$ cat src/rtl/tsud_pkg.sv
// types, constants and codes shared by the screen-update decoder
// depends on nothing; every other file refers to it by scoped names
package tsud_pkg;

  // cap applied to the values of both cell-count registers where they are used
  localparam int unsigned MaxCells = 2048;

  localparam int unsigned WordW    = 16;
  localparam int unsigned ScreenW  = 14;
  localparam int unsigned CursorW  = 16;
  localparam int unsigned CountW   = 12;
  localparam int unsigned CellIdxW = 11;
  localparam int unsigned CellW    = 15;
  localparam int unsigned KeyW     = 32;
  localparam int unsigned CfgIdxW  = 2;

  // reset values of the cell-count registers (50 x 30 and 40 x 30)
  localparam logic [CountW-1:0] TopCountReset    = CountW'(50 * 30);
  localparam logic [CountW-1:0] BottomCountReset = CountW'(40 * 30);

  // screen numbers with a meaning of their own
  localparam logic [ScreenW-1:0] ScreenTop    = ScreenW'(0);
  localparam logic [ScreenW-1:0] ScreenBottom = ScreenW'(1);
  localparam logic [ScreenW-1:0] ScreenKeys   = ScreenW'(2);
  localparam logic [ScreenW-1:0] ScreenTouch  = ScreenW'(3);

  // payload words still expected after a key or touch selection
  localparam logic [1:0] PendNone   = 2'd0;
  localparam logic [1:0] PendSecond = 2'd1;
  localparam logic [1:0] PendFirst  = 2'd2;

  typedef enum logic [1:0] {
    KindCell  = 2'd0,
    KindKey   = 2'd1,
    KindTouch = 2'd2
  } result_kind_e;

  typedef enum logic [CfgIdxW-1:0] {
    RegTopCount    = 2'd0,
    RegBottomCount = 2'd1
  } cfg_reg_e;

  typedef struct packed {
    logic [WordW-1:0] word;
    logic             packet_start;
  } in_item_t;

  typedef struct packed {
    logic [1:0]          result_kind;
    logic                target_screen;
    logic [CellIdxW-1:0] cell_index;
    logic [CellW-1:0]    cell_word;
    logic [KeyW-1:0]     key_state;
    logic [WordW-1:0]    touch_x;
    logic [WordW-1:0]    touch_y;
  } out_item_t;

  typedef struct packed {
    logic [CfgIdxW-1:0] index;
    logic [CountW-1:0]  data;
  } cfg_write_t;

  // cell limits in use, handed from the register file to the decoder
  typedef struct packed {
    logic [CountW-1:0] top_count;
    logic [CountW-1:0] bottom_count;
  } cell_counts_t;

endpackage

$ cat src/rtl/tsud_intf.sv
// valid/ready channel interfaces of the screen-update decoder
// depends on tsud_pkg for the payload types
interface tsud_in_if;
  logic               valid;
  logic               ready;
  tsud_pkg::in_item_t data;

  modport source (output valid, output data, input ready);
  modport sink   (input valid, input data, output ready);
endinterface

interface tsud_out_if;
  logic                valid;
  logic                ready;
  tsud_pkg::out_item_t data;

  modport source (output valid, output data, input ready);
  modport sink   (input valid, input data, output ready);
endinterface

interface tsud_cfg_if;
  logic                 valid;
  logic                 ready;
  tsud_pkg::cfg_write_t data;

  modport source (output valid, output data, input ready);
  modport sink   (input valid, input data, output ready);
endinterface

$ cat src/rtl/tsud_cfg_regs.sv
// cell-count configuration registers of the screen-update decoder
// depends on tsud_pkg and the tsud_cfg_if interface
module tsud_cfg_regs (
  input  logic                    clk_i,
  input  logic                    rst_ni,
  tsud_cfg_if.sink                cfg_if,
  output tsud_pkg::cell_counts_t  counts_o
);

  logic [tsud_pkg::CountW-1:0] top_q, top_d;
  logic [tsud_pkg::CountW-1:0] bottom_q, bottom_d;
  logic                        wr_en;

  // writes are always taken
  assign cfg_if.ready = 1'b1;
  assign wr_en        = cfg_if.valid;

  // register decode, unknown indexes are ignored
  always_comb begin
    top_d    = top_q;
    bottom_d = bottom_q;
    if (wr_en) begin
      case (cfg_if.data.index)
        tsud_pkg::RegTopCount:    top_d    = cfg_if.data.data;
        tsud_pkg::RegBottomCount: bottom_d = cfg_if.data.data;
        default: ;
      endcase
    end
  end

  always_ff @(posedge clk_i or negedge rst_ni) begin
    if (!rst_ni) begin
      top_q    <= tsud_pkg::TopCountReset;
      bottom_q <= tsud_pkg::BottomCountReset;
    end else begin
      top_q    <= top_d;
      bottom_q <= bottom_d;
    end
  end

  assign counts_o.top_count    = top_q;
  assign counts_o.bottom_count = bottom_q;

endmodule

$ cat src/rtl/tsud_decoder.sv
// decode state and per-word decode logic of the screen-update decoder
// depends on tsud_pkg; fed by the input register, feeds tsud_out_reg
module tsud_decoder #(
  parameter int unsigned MaxCells = tsud_pkg::MaxCells
) (
  input  logic                   clk_i,
  input  logic                   rst_ni,
  input  logic                   step_i,
  input  tsud_pkg::in_item_t     item_i,
  input  tsud_pkg::cell_counts_t counts_i,
  output logic                   res_valid_o,
  output tsud_pkg::out_item_t    res_o
);

  logic [tsud_pkg::ScreenW-1:0] screen_q, screen_d;
  logic [tsud_pkg::CursorW-1:0] cursor_q, cursor_d;
  logic [1:0]                   pend_q, pend_d;
  logic                         is_touch_q, is_touch_d;
  logic [tsud_pkg::WordW-1:0]   first_q, first_d;

  logic [tsud_pkg::ScreenW-1:0] screen_cur;
  logic [tsud_pkg::CursorW-1:0] cursor_cur;
  logic [1:0]                   pend_cur;
  logic [tsud_pkg::WordW-1:0]   w;
  logic [tsud_pkg::CountW-1:0]  count_sel;
  logic                         in_range;

  assign w = item_i.word;

  // packet start clears selection, cursor and any unfinished payload
  assign screen_cur = item_i.packet_start ? '0 : screen_q;
  assign cursor_cur = item_i.packet_start ? '0 : cursor_q;
  assign pend_cur   = item_i.packet_start ? tsud_pkg::PendNone : pend_q;

  // cursor below both the register value and the fixed cap
  assign count_sel = (screen_cur == tsud_pkg::ScreenTop) ? counts_i.top_count
                                                         : counts_i.bottom_count;
  assign in_range  = (cursor_cur < {{(tsud_pkg::CursorW-tsud_pkg::CountW){1'b0}}, count_sel})
                  && (cursor_cur < tsud_pkg::CursorW'(MaxCells));

  // word decode
  always_comb begin
    screen_d    = screen_cur;
    cursor_d    = cursor_cur;
    pend_d      = pend_cur;
    is_touch_d  = is_touch_q;
    first_d     = first_q;
    res_valid_o = 1'b0;
    res_o       = '0;
    if (pend_cur == tsud_pkg::PendFirst) begin
      first_d = w;
      pend_d  = tsud_pkg::PendSecond;
    end else if (pend_cur == tsud_pkg::PendSecond) begin
      pend_d      = tsud_pkg::PendNone;
      res_valid_o = 1'b1;
      if (is_touch_q) begin
        res_o.result_kind = tsud_pkg::KindTouch;
        res_o.touch_x     = first_q;
        res_o.touch_y     = w;
      end else begin
        res_o.result_kind = tsud_pkg::KindKey;
        res_o.key_state   = {first_q, w};
      end
    end else if (w[15:14] == 2'b11) begin
      // screen selection
      screen_d = w[tsud_pkg::ScreenW-1:0];
      if (w[tsud_pkg::ScreenW-1:0] == tsud_pkg::ScreenKeys ||
          w[tsud_pkg::ScreenW-1:0] == tsud_pkg::ScreenTouch) begin
        pend_d     = tsud_pkg::PendFirst;
        is_touch_d = (w[tsud_pkg::ScreenW-1:0] == tsud_pkg::ScreenTouch);
      end else begin
        cursor_d = '0;
      end
    end else if (w[15]) begin
      // cursor jump
      cursor_d = {1'b0, w[14:0]};
    end else begin
      // cell write, the cursor advances even when the write is dropped
      if ((screen_cur == tsud_pkg::ScreenTop || screen_cur == tsud_pkg::ScreenBottom)
          && in_range) begin
        res_valid_o         = 1'b1;
        res_o.result_kind   = tsud_pkg::KindCell;
        res_o.target_screen = screen_cur[0];
        res_o.cell_index    = cursor_cur[tsud_pkg::CellIdxW-1:0];
        res_o.cell_word     = w[tsud_pkg::CellW-1:0];
      end
      cursor_d = cursor_cur + tsud_pkg::CursorW'(1);
    end
  end

  always_ff @(posedge clk_i or negedge rst_ni) begin
    if (!rst_ni) begin
      screen_q   <= '0;
      cursor_q   <= '0;
      pend_q     <= tsud_pkg::PendNone;
      is_touch_q <= 1'b0;
      first_q    <= '0;
    end else if (step_i) begin
      screen_q   <= screen_d;
      cursor_q   <= cursor_d;
      pend_q     <= pend_d;
      is_touch_q <= is_touch_d;
      first_q    <= first_d;
    end
  end

endmodule

$ cat src/rtl/tsud_out_reg.sv
// result register driving the output channel of the screen-update decoder
// depends on tsud_pkg and the tsud_out_if interface
module tsud_out_reg (
  input  logic                clk_i,
  input  logic                rst_ni,
  input  logic                load_i,
  input  tsud_pkg::out_item_t data_i,
  output logic                free_o,
  tsud_out_if.source          out_if
);

  logic                valid_q, valid_d;
  tsud_pkg::out_item_t data_q;

  // register can take a new result when empty or being drained
  assign free_o = !valid_q || out_if.ready;

  always_comb begin
    valid_d = valid_q;
    if (free_o) begin
      valid_d = load_i;
    end
  end

  always_ff @(posedge clk_i or negedge rst_ni) begin
    if (!rst_ni) begin
      valid_q <= 1'b0;
    end else begin
      valid_q <= valid_d;
    end
  end

  // payload, no reset needed
  always_ff @(posedge clk_i) begin
    if (free_o && load_i) begin
      data_q <= data_i;
    end
  end

  assign out_if.valid = valid_q;
  assign out_if.data  = data_q;

endmodule

$ cat src/rtl/text_screen_update_decoder.sv
// top level of the screen-update packet decoder
// depends on tsud_pkg, tsud_intf, tsud_cfg_regs, tsud_decoder, tsud_out_reg
//
//  channel  dir  payload                                   transaction when
//  in_if    in   word, packet_start                        valid && ready
//  out_if   out  result_kind, target_screen, cell_index,   valid && ready
//                cell_word, key_state, touch_x, touch_y
//  cfg_if   in   index (0 top count, 1 bottom count), data valid && ready
//
// one word per cycle while the output is not stalled: a word is captured in
// the input register, decoded from there and its result, if any, lands in
// the output register. reset clears the decode state and sets the cell
// counts to 1500 and 1200. a stall on the output holds the result register
// and the input register, and input ready drops only while both are full.
module text_screen_update_decoder #(
  parameter int unsigned MaxCells = tsud_pkg::MaxCells
) (
  input  logic       clk_i,
  input  logic       rst_ni,
  tsud_in_if.sink    in_if,
  tsud_out_if.source out_if,
  tsud_cfg_if.sink   cfg_if
);

  logic                   in_valid_q, in_valid_d;
  tsud_pkg::in_item_t     in_data_q;
  logic                   out_free;
  logic                   step;
  logic                   res_valid;
  tsud_pkg::out_item_t    res;
  tsud_pkg::cell_counts_t counts;

  // input register moves on whenever the result register has room
  assign step        = in_valid_q && out_free;
  assign in_if.ready = !in_valid_q || out_free;

  always_comb begin
    in_valid_d = in_valid_q;
    if (in_if.ready) begin
      in_valid_d = in_if.valid;
    end
  end

  always_ff @(posedge clk_i or negedge rst_ni) begin
    if (!rst_ni) begin
      in_valid_q <= 1'b0;
    end else begin
      in_valid_q <= in_valid_d;
    end
  end

  always_ff @(posedge clk_i) begin
    if (in_if.ready && in_if.valid) begin
      in_data_q <= in_if.data;
    end
  end

  tsud_cfg_regs u_cfg_regs (
    .clk_i    (clk_i),
    .rst_ni   (rst_ni),
    .cfg_if   (cfg_if),
    .counts_o (counts)
  );

  tsud_decoder #(
    .MaxCells (MaxCells)
  ) u_decoder (
    .clk_i       (clk_i),
    .rst_ni      (rst_ni),
    .step_i      (step),
    .item_i      (in_data_q),
    .counts_i    (counts),
    .res_valid_o (res_valid),
    .res_o       (res)
  );

  tsud_out_reg u_out_reg (
    .clk_i  (clk_i),
    .rst_ni (rst_ni),
    .load_i (step && res_valid),
    .data_i (res),
    .free_o (out_free),
    .out_if (out_if)
  );

endmodule

$ cat src/flat_wrapper.sv
// flat-port wrapper written by rule: the top's interface ports become plain ports
module text_screen_update_decoder_flat 
#(
  parameter int unsigned MaxCells = tsud_pkg::MaxCells
)
  (clk_i, rst_ni, in_if_valid, in_if_data, in_if_ready, out_if_valid, out_if_data, out_if_ready, cfg_if_valid, cfg_if_data, cfg_if_ready);
  tsud_in_if in_if_i ();
  tsud_out_if out_if_i ();
  tsud_cfg_if cfg_if_i ();
  input  logic clk_i;
  input  logic rst_ni;
  input wire logic [$bits(in_if_i.valid)-1:0] in_if_valid;
  input wire logic [$bits(in_if_i.data)-1:0] in_if_data;
  output wire logic [$bits(in_if_i.ready)-1:0] in_if_ready;
  output wire logic [$bits(out_if_i.valid)-1:0] out_if_valid;
  output wire logic [$bits(out_if_i.data)-1:0] out_if_data;
  input wire logic [$bits(out_if_i.ready)-1:0] out_if_ready;
  input wire logic [$bits(cfg_if_i.valid)-1:0] cfg_if_valid;
  input wire logic [$bits(cfg_if_i.data)-1:0] cfg_if_data;
  output wire logic [$bits(cfg_if_i.ready)-1:0] cfg_if_ready;
  assign in_if_i.valid = in_if_valid;
  assign in_if_i.data = in_if_data;
  assign in_if_ready = in_if_i.ready;
  assign out_if_valid = out_if_i.valid;
  assign out_if_data = out_if_i.data;
  assign out_if_i.ready = out_if_ready;
  assign cfg_if_i.valid = cfg_if_valid;
  assign cfg_if_i.data = cfg_if_data;
  assign cfg_if_ready = cfg_if_i.ready;
  text_screen_update_decoder #(.MaxCells(MaxCells)) u_core (.clk_i(clk_i), .rst_ni(rst_ni), .in_if(in_if_i), .out_if(out_if_i), .cfg_if(cfg_if_i));
endmodule
$ cat config.mk
export PLATFORM = sky130hd
export DESIGN_NAME = text_screen_update_decoder_flat
export DESIGN_NICKNAME = d
export VERILOG_FILES = /design/src/rtl/tsud_pkg.sv /design/src/rtl/tsud_intf.sv /design/src/rtl/tsud_cfg_regs.sv /design/src/rtl/tsud_decoder.sv /design/src/rtl/tsud_out_reg.sv /design/src/rtl/text_screen_update_decoder.sv /design/src/flat_wrapper.sv
export SDC_FILE = /design/constraint.sdc
export NUM_CORES = 1
export LEC_CHECK = 0
export ABC_AREA = 1
export BUFFER_PORTS_ARGS = -buffer_cell sky130_fd_sc_hd__buf_2
export CORE_AREA = 2 2 126 128
export DETAILED_ROUTE_END_ITERATION = 7
export DIE_AREA = 0 0 128 130
export GPL_ROUTABILITY_DRIVEN = 0
export PLACE_DENSITY = 0.75
export REMOVE_ABC_BUFFERS = 1
export SYNTH_ARGS = -nofsm -noshare
export SYNTH_HDL_FRONTEND = slang
export SYNTH_HIERARCHICAL = 1
export SYNTH_SLANG_ARGS = --single-unit
$ cat constraint.sdc
create_clock -name clk_i -period 11.31 [get_ports clk_i]
set_clock_uncertainty 0.2 [all_clocks]
set_input_delay 1.131 -clock clk_i [delete_from_list [all_inputs] [get_ports clk_i]]
set_output_delay 1.131 -clock clk_i [all_outputs]
set_load 0.02 [all_outputs]
=== Word level (Yosys, flattened, before mapping) ===
Cells that the tools add are included.

* Register bits: 185
* Bits of input ports: 36
* Word-level logic and storage cells: 79

* $add $sub $neg: 1
* $lt $le $gt $ge: 2
* Equal/unequal tests: 7
* Muxes and demuxes: 26
* Bitwise operators: 4
* Reductions and logical operators: 21

{| class="wikitable"
|+ Operators by type and width
! cell !! count
|-
| 16-bit 2-to-1 mux || 6
|-
| 29-bit 2-to-1 mux || 2
|-
| 14-bit 2-to-1 mux || 4
|-
| 14-bit by 2-bit equality test with 1-bit output (second input constant) || 2
|-
| 27-bit 2-to-1 mux || 1
|-
| 16-bit by 1-bit adder with 16-bit output (second input constant) || 1
|-
| 16-bit by 12-bit less-than comparator with 1-bit output || 1
|-
| 16-bit by 12-bit less-than comparator with 1-bit output (second input constant) || 1
|-
| 14-bit by 1-bit equality test with 1-bit output (second input constant) || 1
|-
| 14-bit logical NOT || 1
|-
| 2-bit 2-to-1 mux || 7
|-
| 12-bit 2-to-1 mux || 1
|-
| 1-bit logical AND || 6
|-
| 2-bit AND reduction || 3
|-
| 3-bit OR reduction || 2
|-
| 1-bit 2-to-1 mux || 5
|-
| 5-bit AND reduction || 1
|-
| 5-bit OR reduction || 1
|-
| 2-bit by 1-bit equality test with 1-bit output (second input constant) || 2
|-
| 2-bit equality test (second input constant) || 2
|-
| 1-bit logical OR || 4
|-
| 1-bit inverter || 4
|-
| 1-bit logical NOT || 2
|-
| 2-bit logical NOT || 1
|}

=== Logic depth before layout (Yosys ltp) ===
Gate-level depths: netlist of run 1.

* Depth in word-level cells: 13
* Gate-level depth with buffers: 22

=== Modules after synthesis ===
The synthesis of run 1 kept the hierarchy.

{| class="wikitable"
|+ Modules (own cells, without submodules)
! module !! instances !! cells an instance !! area an instance (µm²)
|-
| tsud_decoder || 1 || 578 || 3784.9
|-
| tsud_out_reg || 1 || 99 || 2837.7
|-
| tsud_cfg_regs || 1 || 110 || 1029.7
|-
| text_screen_update_decoder || 1 || 27 || 573.0
|}

=== Worst setup path after synthesis of run 1 ===
OpenSTA, ideal clock, no wires.

* Path kind: reg-to-reg
* Start: reg u_core/in_data_q[0] in the netlist's numbering
* End: reg u_core.u_out_reg.data_q, in the netlist u_core/u_out_reg/out_if.data[0], enable pin
* Library setup time: 575 ps
* Data arrival time: 7336 ps
* Required time: 10535 ps
* Setup slack: 3199 ps
* Cell stages (with the launch flop): 19
* Path buffers: 2
* Clock period less this slack: 8111 ps
* Path through: edfxtp_1 inv_2 buf_6 nand2_2 nand3_1 nor2_2 nand2_1 buf_1 mux2i_1 ha_1 a21oi_1 nand3_1 nor4_1 nand3_1 nand2_1 inv_1 nor2_2 inv_1 a21oi_1

* Longest elaborated chain between the ends: 13

{| class="wikitable"
|+ Ends and longest elaborated chain
! element !! RTL line !! text
|-
| start, declared || text_screen_update_decoder.sv:26 || <nowiki>tsud_pkg::in_item_t in_data_q;</nowiki>
|-
| start signal, assigned || text_screen_update_decoder.sv:54 || <nowiki>in_data_q <= in_if.data;</nowiki>
|-
| 14-bit 2-to-1 mux || tsud_decoder.sv:31 || <nowiki>assign screen_cur = item_i.packet_start ? '0 : screen_q;</nowiki>
|-
| 14-bit logical NOT || tsud_decoder.sv:36, tsud_decoder.sv:79 ||
|-
| 12-bit 2-to-1 mux || tsud_decoder.sv:36 || <nowiki>assign count_sel = (screen_cur == tsud_pkg::ScreenTop) ? counts_i.top_count</nowiki>
|-
| 16-bit by 12-bit less-than comparator with 1-bit output || tsud_decoder.sv:38 || <nowiki>assign in_range = (cursor_cur < {{(tsud_pkg::CursorW-tsud_pkg::CountW){1'b0}}, count_sel})</nowiki>
|-
| 1-bit logical AND || tsud_decoder.sv:39 || <nowiki>&& (cursor_cur < tsud_pkg::CursorW'(MaxCells));</nowiki>
|-
| 1-bit logical AND || tsud_decoder.sv:80 || <nowiki>&& in_range) begin</nowiki>
|-
| 1-bit 2-to-1 mux || tsud_decoder.sv:79 || <nowiki>if ((screen_cur == tsud_pkg::ScreenTop || screen_cur == tsud_pkg::ScreenBottom)</nowiki>
|-
| 1-bit 2-to-1 mux || tsud_decoder.sv:74 || <nowiki>end else if (w[15]) begin</nowiki>
|-
| 1-bit 2-to-1 mux || tsud_decoder.sv:64 || <nowiki>end else if (w[15:14] == 2'b11) begin</nowiki>
|-
| 1-bit 2-to-1 mux || tsud_decoder.sv:53 || <nowiki>end else if (pend_cur == tsud_pkg::PendSecond) begin</nowiki>
|-
| 1-bit 2-to-1 mux (*) || tsud_decoder.sv:50 || <nowiki>if (pend_cur == tsud_pkg::PendFirst) begin</nowiki>
|-
| named net u_core.res_valid || text_screen_update_decoder.sv:29 || <nowiki>logic res_valid;</nowiki>
|-
| 1-bit logical AND (*) || text_screen_update_decoder.sv:80 || <nowiki>.load_i (step && res_valid),</nowiki>
|-
| 1-bit logical AND (*) || tsud_out_reg.sv:35 || <nowiki>if (free_o && load_i) begin</nowiki>
|-
| end signal, assigned || tsud_out_reg.sv:36 || <nowiki>data_q <= data_i;</nowiki>
|-
| end, declared || tsud_out_reg.sv:13 || <nowiki>tsud_pkg::out_item_t data_q;</nowiki>
|}

The timed path passes the listed nets; every way through them passes the cells marked *.
A chain may end at the register's enable or synchronous reset.

=== Final worst setup path of run 1 ===
* Start: reg u_core/in_data_q[0] in the netlist's numbering
* End: reg u_core.u_out_reg.data_q, in the netlist u_core/u_out_reg/out_if.data[89], enable pin

Same word-level chain as after synthesis.

==> reports/metrics.yaml, run 1 <==
outcome:
  status: "complete, no violations"
sta:
  fin_crit_ps: 5180
  max_freq_ghz: 0.193
  maxSlewViolCount: 0
  min_period_over_period: 0.458
  final-setup-viol-count: 0
  rsz0062_at_grt: "false"
  hold_violations: 0
  worst_slew_pin_slew_ps: 1150
  setup_tns_ps: 0
  slew-limit-headroom: 0.230
setup_path:
  path_cells: "inv_2 > nand2_1 > nand3_1 > nor2_2 > nand2_1 > mux2i_1 > ha_1 > a21oi_1 > o21ai_0 > nor4_1 > nand3_1 > nand2_1 > inv_1 > nor2_2 > inv_1 > a21oi_4 > buf_4"
  slowest_stage: "buf_4"
  r2r_cells: 17
  cp.depth: 17
  crit_start: "u_core/in_data_q[0]"
  rr_startpoint: "u_core/in_data_q[0]"
  path_class: "reg2reg"
  critPathArrivalTime_ps: 5030
  path_buf_inv: 4
  worstPathMaxFanout: 93
  cpPeakStageDelay_ps: 850
  rrSetupSlack_ps: 6130
  path_delay_family: "simple AND/OR/NAND/NOR gates"
  critPathLaunchType: "flop"
  endpoint_kind: "flop"
  path_common_cell: "nand2_1"
  required_ps: 11160
hold_path:
  hp-start: "u_core/u_cfg_regs/top_q[8]"
  min_path_type: "reg2reg"
  hold_depth: 2
floorplan:
  dieArea_um2: 16600
  die_x_um: 128
  io-pin-count: 132
  initial_core_util: 0.533
  die_y_um: 130
  coreArea_um2: 15400
  rows: 46
layout:
  nNetsFinal: 979
  final_layout_size_suffix_gt1_frac: 0.221
  antenna_cells: 0
  mostFrequentLayoutCells: "178 x nand2_1, 129 x buf_2, 114 x nor2_1"
  final_common_cell: "nand2_1"
  area_growth_pct: 16.2
  instances_no_fill: 1133
clock_tree:
  cts_setup_buffers: 0
  root_buffer: "clkbuf_16"
  htreeDepth: 4
  cts_resized: 0
  cts_tree: "yes"
  cts_buffer_depth: 2
  cts.sinks: 185
  clk_latency_ps: 430
  clkTransAtPathRegs_ps: 70
  cts_buffers: 17
  holdBufCountCts: 0
detailed_routing:
  drcViolationCount: 0
  ant_nets: 0
  routed.top_layer: "met4"
  wl_um: 18100
  met2_wirelength_um: 8500
  firstDrtPassIters: 5
  met3_length_um: 1310
  first_iter_violations: 669
  met1Wirelength_um: 7920
  avgRoutedWirePerCell_um: 16.0
  num_vias: 6129
  post_drt_via_cell_ratio: 5.41
global_route:
  grt_remaining_overflow: 0
  grt_pass1_vias: 5603
  antenna_found_initial: 0
  grt_pass1_wl_um: 28800
  grt_max_degree: 94
  grt.total_usage: 0.226
placement:
  dp_cells: 1102
  dp_hpwl_um: 12100
  port-buffer-count: 130
pwr:
  leakagePower_uw: 0.00439
  vdd_ir_drop_max_uv: 117
  power_density_nw_per_um2: 167
yosys:
  ys_seq_elements: 185
  synth_xor_area_frac: 0.0128
  synth_cell_types: 36
  synthSimpleGateAreaFrac: 0.194
  avgSynthCellArea_um2: 10.1
  synth_top_family_by_area: "simple AND/OR/NAND/NOR gates"
  synthAdderAreaFrac: 0.0213
  ys_seq_area_frac: 0.631
  synth_area_um2: 8230
  yosysWarnings: 6
  synth_compound_area_frac: 0.0681
  muxShareOfSynthArea: 0.0134
  syn_inst: 814
run:
  cap_violations: 0
==> worst register-to-register path, delay by kind of cell (launching register included) <==
family / cells / cell delay (ps)
AOI/OAI and AO/OA: 3 / 410
adders and majority gates: 1 / 270
buffers and inverters: 4 / 1300
DFF: 1 / 700
muxes: 1 / 310
and+or+nand+nor: 8 / 1530
==> final timing paths <==
check	end
worst max-delay path	u_core/u_out_reg/out_if.data[89]
worst min-delay path	u_core/u_cfg_regs/top_q[8]
worst max register to register	u_core/u_out_reg/out_if.data[89]
worst min register to register	u_core/u_cfg_regs/top_q[8]
max in group asynchronous	u_core/u_decoder/first_q[10]
min in group asynchronous	u_core/in_valid_q
==> sequential cells by signal, indices dropped and copies added (netlist names) <==
signal and flops:
u_core/u_out_reg/out_if.valid 1, u_core/in_data_q 17, u_core/in_valid_q 1, u_core/u_decoder/first_q 16
u_core/u_out_reg/out_if.data 93, u_core/u_decoder/cursor_q 16, u_core/u_decoder/is_touch_q 1, u_core/u_decoder/pend_q 2
u_core/u_cfg_regs/top_q 12, u_core/u_cfg_regs/bottom_q 12, u_core/u_decoder/screen_q 14
==> Yosys cell counts <==
cell | number | area, um2
edfxtp_1 | 110 | 3300
o211ai_1 | 10 | 75.1
mux2i_1 | 11 | 110
nor3_2 | 2 | 20.0
o221ai_1 | 1 | 8.76
inv_1 | 74 | 278
buf_6 | 5 | 56.3
dfstp_2 | 11 | 289
o21ai_1 | 4 | 20.0
a21oi_1 | 19 | 95.1
nand3_2 | 1 | 10.0
buf_1 | 2 | 7.51
buf_4 | 3 | 22.5
buf_2 | 6 | 30.0
inv_2 | 2 | 7.51
nor2_2 | 23 | 144
clkbuf_1 | 22 | 82.6
a221oi_1 | 1 | 8.76
nand2_1 | 178 | 668
nand3_1 | 28 | 140
nor4_1 | 4 | 25.0
dfrtp_1 | 64 | 1600
conb_1 | 1 | 3.75
nand2_2 | 3 | 18.8
nor3_1 | 6 | 30.0
a22oi_1 | 2 | 15.0
nor2_1 | 115 | 432
xor2_1 | 8 | 70.1
a31oi_1 | 6 | 37.5
a211oi_1 | 1 | 7.51
o21ai_0 | 51 | 255
xnor2_1 | 4 | 35.0
nand4_1 | 15 | 93.8
nor2_4 | 1 | 11.3
ha_1 | 14 | 175
o22ai_1 | 6 | 37.5
==> cell type report <==
type	instances	area (um2)
tap	192	240
clock buffer	19	443
inverter	76	285
clock inverter	12	150
sequential	185	5190
timing repair buffer	134	683
multi-input combinational	515	2560
fill	1301	5870
==> power breakdown <==
group          switching [uW]  internal (uW)  leakage, uW
logic                     127           63.1      0.00212
clock network             247            351     0.000287
registers                35.2            773      0.00198
total                     410           1190      0.00439
==> logic make-up (layout without fill, tap and decap cells) <==
kind of cell,Yosys count,in the layout
mux,11,11
other cells,1,1
simple gates,376,376
flops,185,185
xor+xnor,12,12
buf+inv,114,241
compound gates,101,101
fa+ha+maj,14,14
==> routing by layer <==
layer / vias up / GRT usage
li1: 2928 / -
met1: 2902 / 0.309
met2: 267 / 0.357
met3: 32 / 0.0472
met4: 0 / 0.0983
met5: - / 0
==> through the flow <==
stage                     utilization  area (um2)  hold slack, ps  power [uW]  setup slack [ps]
after floorplan                     -        8030             241         944              3150
after global placement          0.581        8960             254        1000              6410
after detailed placement        0.581        8960             255        1010              6210
after CTS                       0.620        9560             265        1600              6180
after global routing            0.620        9560             281        1660              5680
final                           0.620        9560             264        1600              6130
(Power assumes the default switching activity.)
==> inputs of run 2 (changes only) <==
--- a/config.mk
+++ b/config.mk
@@ -5,11 +5,11 @@
 export SDC_FILE = /design/constraint.sdc
 export NUM_CORES = 1
 export LEC_CHECK = 0
-export ABC_AREA = 1
+export ABC_AREA = 0
 export BUFFER_PORTS_ARGS = -buffer_cell sky130_fd_sc_hd__buf_2
-export CORE_AREA = 2 2 126 128
+export CORE_AREA = 2 2 124 126
 export DETAILED_ROUTE_END_ITERATION = 7
-export DIE_AREA = 0 0 128 130
+export DIE_AREA = 0 0 126 128
 export GPL_ROUTABILITY_DRIVEN = 0
 export PLACE_DENSITY = 0.75
 export REMOVE_ABC_BUFFERS = 1
==> constraint.sdc (replaced) <==
create_clock -name clk_i -period 5.3 [get_ports clk_i]
set_clock_uncertainty 0.2 [all_clocks]
set_input_delay 0.53 -clock clk_i [delete_from_list [all_inputs] [get_ports clk_i]]
set_output_delay 0.53 -clock clk_i [all_outputs]
set_load 0.02 [all_outputs]
==> run 2 against run 1 <==
Net effect:
- via count fell by 14%
- die area fell by 3.1%
- global-route usage fell by 0.55 points
- critical path depth fell by 4
- worst setup slack got worse by 5200 ps
- routed wire length fell by 4.7%
- non-clock buffer count rose by 1
- highest routed layer unchanged
==> reports/metrics.yaml, run 2 <==
pwr:
  clkPwrFrac: 0.363
  switchingPower_uw: 931
  switching_share: 0.265
  seqPwrFrac: 0.504
  power_density_nw_per_um2: 371
  intPower_uw: 2580
  vdd_ir_drop_max_uv: 218
  combPwrFrac: 0.133
  leakagePower_uw: 0.00398
detailed_routing:
  ant_nets: 0
  avgRoutedWirePerCell_um: 18.5
  post_drt_via_cell_ratio: 5.64
  num_vias: 5264
  firstDrtPassIters: 5
  first_iter_violations: 451
  wl_um: 17300
  drcViolationCount: 0
yosys:
  ys_seq_area_frac: 0.646
  synth-edff-count: 110
  synthSimpleGateAreaFrac: 0.166
  synthAdderAreaFrac: 0.0218
  yosys-top-cells-count: "110 x edfxtp_1, 71 x and2_1, 64 x dfrtp_1"
  async_flop_share: 0.405
  yosysWarnings: 6
  synthTopCellsByArea: "edfxtp_1 41%, dfrtp_1 20%, and2_1 5.5%"
  synth_ff_type: "edfxtp_1"
  muxShareOfSynthArea: 0.0515
  yosysTopAreaCell: "edfxtp_1"
  synth_area_um2: 8050
  synth_xor_area_frac: 0.00762
  synth_cell_types: 63
  synth_top_family_by_area: "simple AND/OR/NAND/NOR gates"
  synth_top_area_share: 0.411
  avgSynthCellArea_um2: 13.3
  ys_seq_elements: 185
  synth_compound_area_frac: 0.0804
  syn_inst: 604
  yosysMostFrequentCell: "edfxtp_1"
run:
  cap_violations: 0
placement:
  port-buffer-count: 130
  dp_hpwl_um: 11900
  place_area_um2: 8850
global_route:
  grt_pass1_vias: 5335
  grt_remaining_overflow: 0
  antenna_found_initial: 0
  top_usage_layer: "met2"
  grt.met1_usage: 0.291
  grt_util_met2: 0.360
  grt_max_degree: 76
  grt.total_usage: 0.221
  grt_pass1_wl_um: 27700
  use_met3: 0.0480
setup_path:
  rr_startpoint: "u_core/u_decoder/screen_q[12]"
  path_class: "reg2reg"
  endpoint_kind: "flop"
  required_ps: 5190
  critPathLaunchType: "flop"
  critPathArrivalTime_ps: 4240
  worstPathMaxFanout: 27
  crit_start: "u_core/u_decoder/screen_q[12]"
sta:
  hold_violations: 0
  min_period_over_period: 0.820
  setup_tns_ps: 0
  final-setup-viol-count: 0
  rsz0062_at_grt: "false"
  worst_slew_pin_slew_ps: 1310
  max_freq_ghz: 0.230
  maxSlewViolCount: 0
  fin_crit_ps: 4350
  slew-limit-headroom: 0.122
clock_tree:
  cts_setup_buffers: 0
  clkTransAtPathRegs_ps: 70
  cts_resized: 0
  clk_latency_ps: 420
  cts_tree: "yes"
  cts_buffers: 17
  holdBufCountCts: 0
  htreeDepth: 4
  cts.sinks: 185
  root_buffer: "clkbuf_16"
  cts_buffer_depth: 2
floorplan:
  die_y_um: 128
  io-pin-count: 132
  dieArea_um2: 16100
  initial_core_util: 0.541
  rows: 45
  coreArea_um2: 14900
  die_x_um: 126
layout:
  final_layout_size_suffix_gt1_frac: 0.303
  nNetsFinal: 782
  design_area_um2: 9460
  antenna_cells: 0
  mostFrequentLayoutCells: "129 x buf_2, 110 x edfxtp_1, 71 x and2_1"
  final_common_cell: "buf_2"
  area_growth_pct: 17.5
  largest_reg_flops: 93
outcome:
  status: "complete, no violations"
hold_path:
  min_path_type: "in2async"
[run 2: cells by family (layout without fill, tap and decap cells)]
kind of cell | Yosys count | after routing
other | 1 | 1
and+or+nand+nor | 221 | 221
AOI/OAI and AO/OA | 90 | 90
buffers and inverters | 48 | 189
DFF | 185 | 185
xor gates and xnor gates | 7 | 7
adders and majority gates | 14 | 14
muxes | 38 | 38
[run 2: path summary, 6_finish.rpt]
path                       slack [ps]                         endpoint  cells past startpoint
min in group clk_i                 80              u_core/in_data_q[5]                      1
setup reg to reg                  950  u_core/u_out_reg/out_if.data[7]                     13
hold / removal                     50                u_core/in_valid_q                      1
max in group asynchronous        4230     u_core/u_decoder/cursor_q[6]                      1
setup / recovery                  950  u_core/u_out_reg/out_if.data[7]                     13
hold reg to reg                   270       u_core/u_decoder/pend_q[0]                      2
[run 2: metal layers]
layer  share of wire  wire length, um
met1            0.42             7280
met2            0.50             8660
met3           0.059             1010
met4           0.019              331
met5               0                0
[run 2: cell type report]
class | count | area, um2
clock buffer | 18 | 439
clock inverter | 14 | 163
fill | 1104 | 5410
inverter | 22 | 82.6
multi-input combinational | 371 | 2640
sequential | 185 | 5190
tap | 188 | 235
timing repair buffer | 135 | 703
[run 2: worst max-delay path, cell delays in order (launching register included)]
cell	delay (ps)
dfrtp_1	420
nor4_4	330
nand4_1	280
and2_1	460
mux2i_1	200
ha_1	340
a21o_1	160
a21o_1	180
a221oi_2	390
a21oi_1	120
nor3_1	160
and3_1	180
and2_4	200
buf_4	350
[run 2: power groups by stage]
stage	Combinational, uW	Clock (uW)	Sequential [uW]
global placement	446	0	1790
CTS	468	1290	1770
global route	510	1360	1780
detailed placement	464	0	1800
finish	465	1270	1770
floorplan	260	0	1830
[run 2: stage by stage]
| step | total power (uW) | worst slack (ps) | util | hold slack (ps) | std cells |
|---|---|---|---|---|---|
| CTS | 3530 | 946 | 0.636 | 60.5 | 933 |
| floorplan | 2090 | 944 | - | 34.4 | 578 |
| finish | 3510 | 953 | 0.636 | 51.0 | 933 |
| global route | 3650 | 671 | 0.636 | 61.0 | 933 |
| detailed placement | 2260 | 967 | 0.596 | 258 | 901 |
| global placement | 2240 | 1110 | 0.596 | 256 | 901 |
==> inputs of run 3 (changes only) <==
--- a/config.mk
+++ b/config.mk
@@ -5,13 +5,13 @@
 export SDC_FILE = /design/constraint.sdc
 export NUM_CORES = 1
 export LEC_CHECK = 0
-export ABC_AREA = 0
+export ABC_AREA = 1
 export BUFFER_PORTS_ARGS = -buffer_cell sky130_fd_sc_hd__buf_2
-export CORE_AREA = 2 2 124 126
+export CORE_AREA = 2 2 130 132
 export DETAILED_ROUTE_END_ITERATION = 7
-export DIE_AREA = 0 0 126 128
+export DIE_AREA = 0 0 132 134
 export GPL_ROUTABILITY_DRIVEN = 0
-export PLACE_DENSITY = 0.75
+export PLACE_DENSITY = 0.73
 export REMOVE_ABC_BUFFERS = 1
 export SYNTH_ARGS = -nofsm -noshare
 export SYNTH_HDL_FRONTEND = slang
==> constraint.sdc (replaced) <==
create_clock -name clk_i -period 3.6 [get_ports clk_i]
set_clock_uncertainty 0.2 [all_clocks]
set_input_delay 0.36 -clock clk_i [delete_from_list [all_inputs] [get_ports clk_i]]
set_output_delay 0.36 -clock clk_i [all_outputs]
set_load 0.02 [all_outputs]
==> run 3 against run 2 <==
Net effect:
- flip-flop and latch count stayed put
- non-clock buffer count is 58 higher
- via count is 19% higher
- worst setup slack worse by 920 ps
- core utilization is 1.2 points lower
- global-route usage is 0.23 points lower
- clock power is 39% higher
- final cell count is 31% higher
- design area is 7.5% higher
- sequential share of layout area is 3.8 points lower
- count of clock-buffer cells in the layout is 2 higher
- total power is 42% higher
- critical path type unchanged
- largest power group unchanged
==> reports/metrics.yaml, run 3 (synthesis gave the netlist of run 1 again) <==
pwr:
  vdd_ir_drop_max_uv: 346
  p_total_uw: 4980
  leakagePower_uw: 0.00467
  power_density_nw_per_um2: 490
clock_tree:
  cts_buffers: 17
  root_buffer: "clkbuf_16"
  clk_latency_ps: 430
  cts_tree: "yes"
  cts.sinks: 185
  htreeDepth: 4
  cts_buffer_depth: 2
  clkTransAtPathRegs_ps: 70
layout:
  nFillCells: 1346
  antenna_cells: 0
  largest_reg_flops: 93
  final_layout_size_suffix_gt1_frac: 0.241
  nNetsFinal: 1038
  final_common_cell: "nand2_1"
  instances_no_fill: 1221
  design_area_um2: 10200
  area_growth_pct: 23.6
  multi_input_area_um2: 2580
  mostFrequentLayoutCells: "177 x nand2_1, 129 x buf_2, 114 x nor2_1"
  register_area_um2: 5190
  fin_util: 0.624
placement:
  dp_cells: 1156
  place_area_um2: 9260
  pre_cts_ws_ps: -86.5
  dp_hpwl_um: 12800
  port-buffer-count: 130
global_route:
  grt_pass1_vias: 5993
  grt_max_degree: 76
  grt_remaining_overflow: 0
  grt_pass1_wl_um: 30400
  antenna_found_initial: 0
  grt.total_usage: 0.219
floorplan:
  initial_core_util: 0.505
  coreArea_um2: 16300
  dieArea_um2: 17700
  die_x_um: 132
  io-pin-count: 132
  die_y_um: 134
  rows: 47
run:
  cap_violations: 0
sta:
  rsz0062_at_grt: "true"
  min_period_over_period: 0.992
  final-setup-viol-count: 0
  slew-limit-headroom: 0.311
  max_freq_ghz: 0.280
  worst_slew_pin_slew_ps: 1030
  maxSlewViolCount: 0
  fin_crit_ps: 3570
  hold_violations: 0
  worst_slack_ps: 29.6
setup_path:
  required_ps: 3530
  path_class: "reg2reg"
  critPathLaunchType: "flop"
  endpoint_kind: "flop"
  worstPathMaxFanout: 24
  critPathArrivalTime_ps: 3500
detailed_routing:
  firstDrtPassIters: 6
  avgRoutedWirePerCell_um: 15.4
  post_drt_via_cell_ratio: 5.12
  ant_nets: 0
  first_iter_violations: 599
  num_vias: 6250
  drcViolationCount: 0
  wl_um: 18800
outcome:
  status: "complete, no violations"
hold_path:
  min_path_type: "in2reg"
==> run 3: changes by cell type in the layout (fill, tap and decap cells not counted), moves of 15 or more <==
cell	delta
a22o_1	-17
and2_1	-71
inv_1	+52
dlygate4sd3_1	+31
nor2_1	+82
nand2_1	+134
buf_4	+23
nand3_1	+15
nor2_2	+24
mux2_2	-24
==> run 3: where the power goes <==
part	switching [uW]	internal, uW
Sequential	102	2430
Combinational	428	256
Clock	799	965
==> run 3: routing by layer <==
layer / up-vias / track usage / wire [um]
met3: 31 / 0.0401 / 1180
li1: 3056 / - / -
met1: 2915 / 0.303 / 8400
met5: - / 0 / 0
met2: 248 / 0.349 / 8790
met4: 0 / 0.0803 / 418
==> run 3: stage by stage <==
step / hold WS (ps) / TNS (ps)
after floorplan: -136 / -427470
after global placement: 256 / 0
after detailed placement: 256 / -5980
after CTS: 22.5 / 0
after global routing: 54.4 / -15930
final: 43.0 / 0
==> run 3: final cells by class <==
class / instances / area share
Timing Repair Buffer: 193 / 0.125
Clock inverter: 12 / 0.0114
Clock buffer: 20 / 0.0430
Tap cell: 220 / 0.0271
Inverter: 76 / 0.0283
Sequential cell: 185 / 0.511
Multi-Input combinational cell: 515 / 0.254
==> run 3: worst paths after layout <==
path / startpoint / to / slack (ps) / cells past startpoint
setup / recovery: u_core/in_data_q[0] / u_core/u_out_reg/out_if.data[13] / 30 / 19
hold / removal: cfg_if_data[13] / u_core/u_cfg_regs/top_q[7] / 40 / 4
setup reg to reg: u_core/in_data_q[0] / u_core/u_out_reg/out_if.data[13] / 30 / 19
hold reg to reg: u_core/u_cfg_regs/bottom_q[7] / u_core/u_cfg_regs/bottom_q[7] / 260 / 2
max in group asynchronous: rst_ni / u_core/u_decoder/cursor_q[13] / 2100 / 2
min in group asynchronous: rst_ni / u_core/u_cfg_regs/top_q[5] / 420 / 2
==> run 3: critical path, stage by stage (launching register included) <==
cell and delay, ps:
edfxtp_1 440, inv_4 140, o21ai_1 100, nand2_1 100, nor2_2 50, nand2_2 110, buf_12 150, mux2i_1 190
ha_1 260, a21oi_1 160, o21ai_0 120, nor4_2 300, nand3_1 140, nand2_1 80, inv_1 50, nor2_2 80
inv_1 70, a21oi_4 140, buf_12 180, buf_12 180
==> run 3: repair_timing <==
action	in CTS	in global routing
endpoints found under the hold margin	100	0
endpoints found under the setup margin	88	93
buffers inserted	1	1
gates resized for setup	4	2
hold buffers	31	0
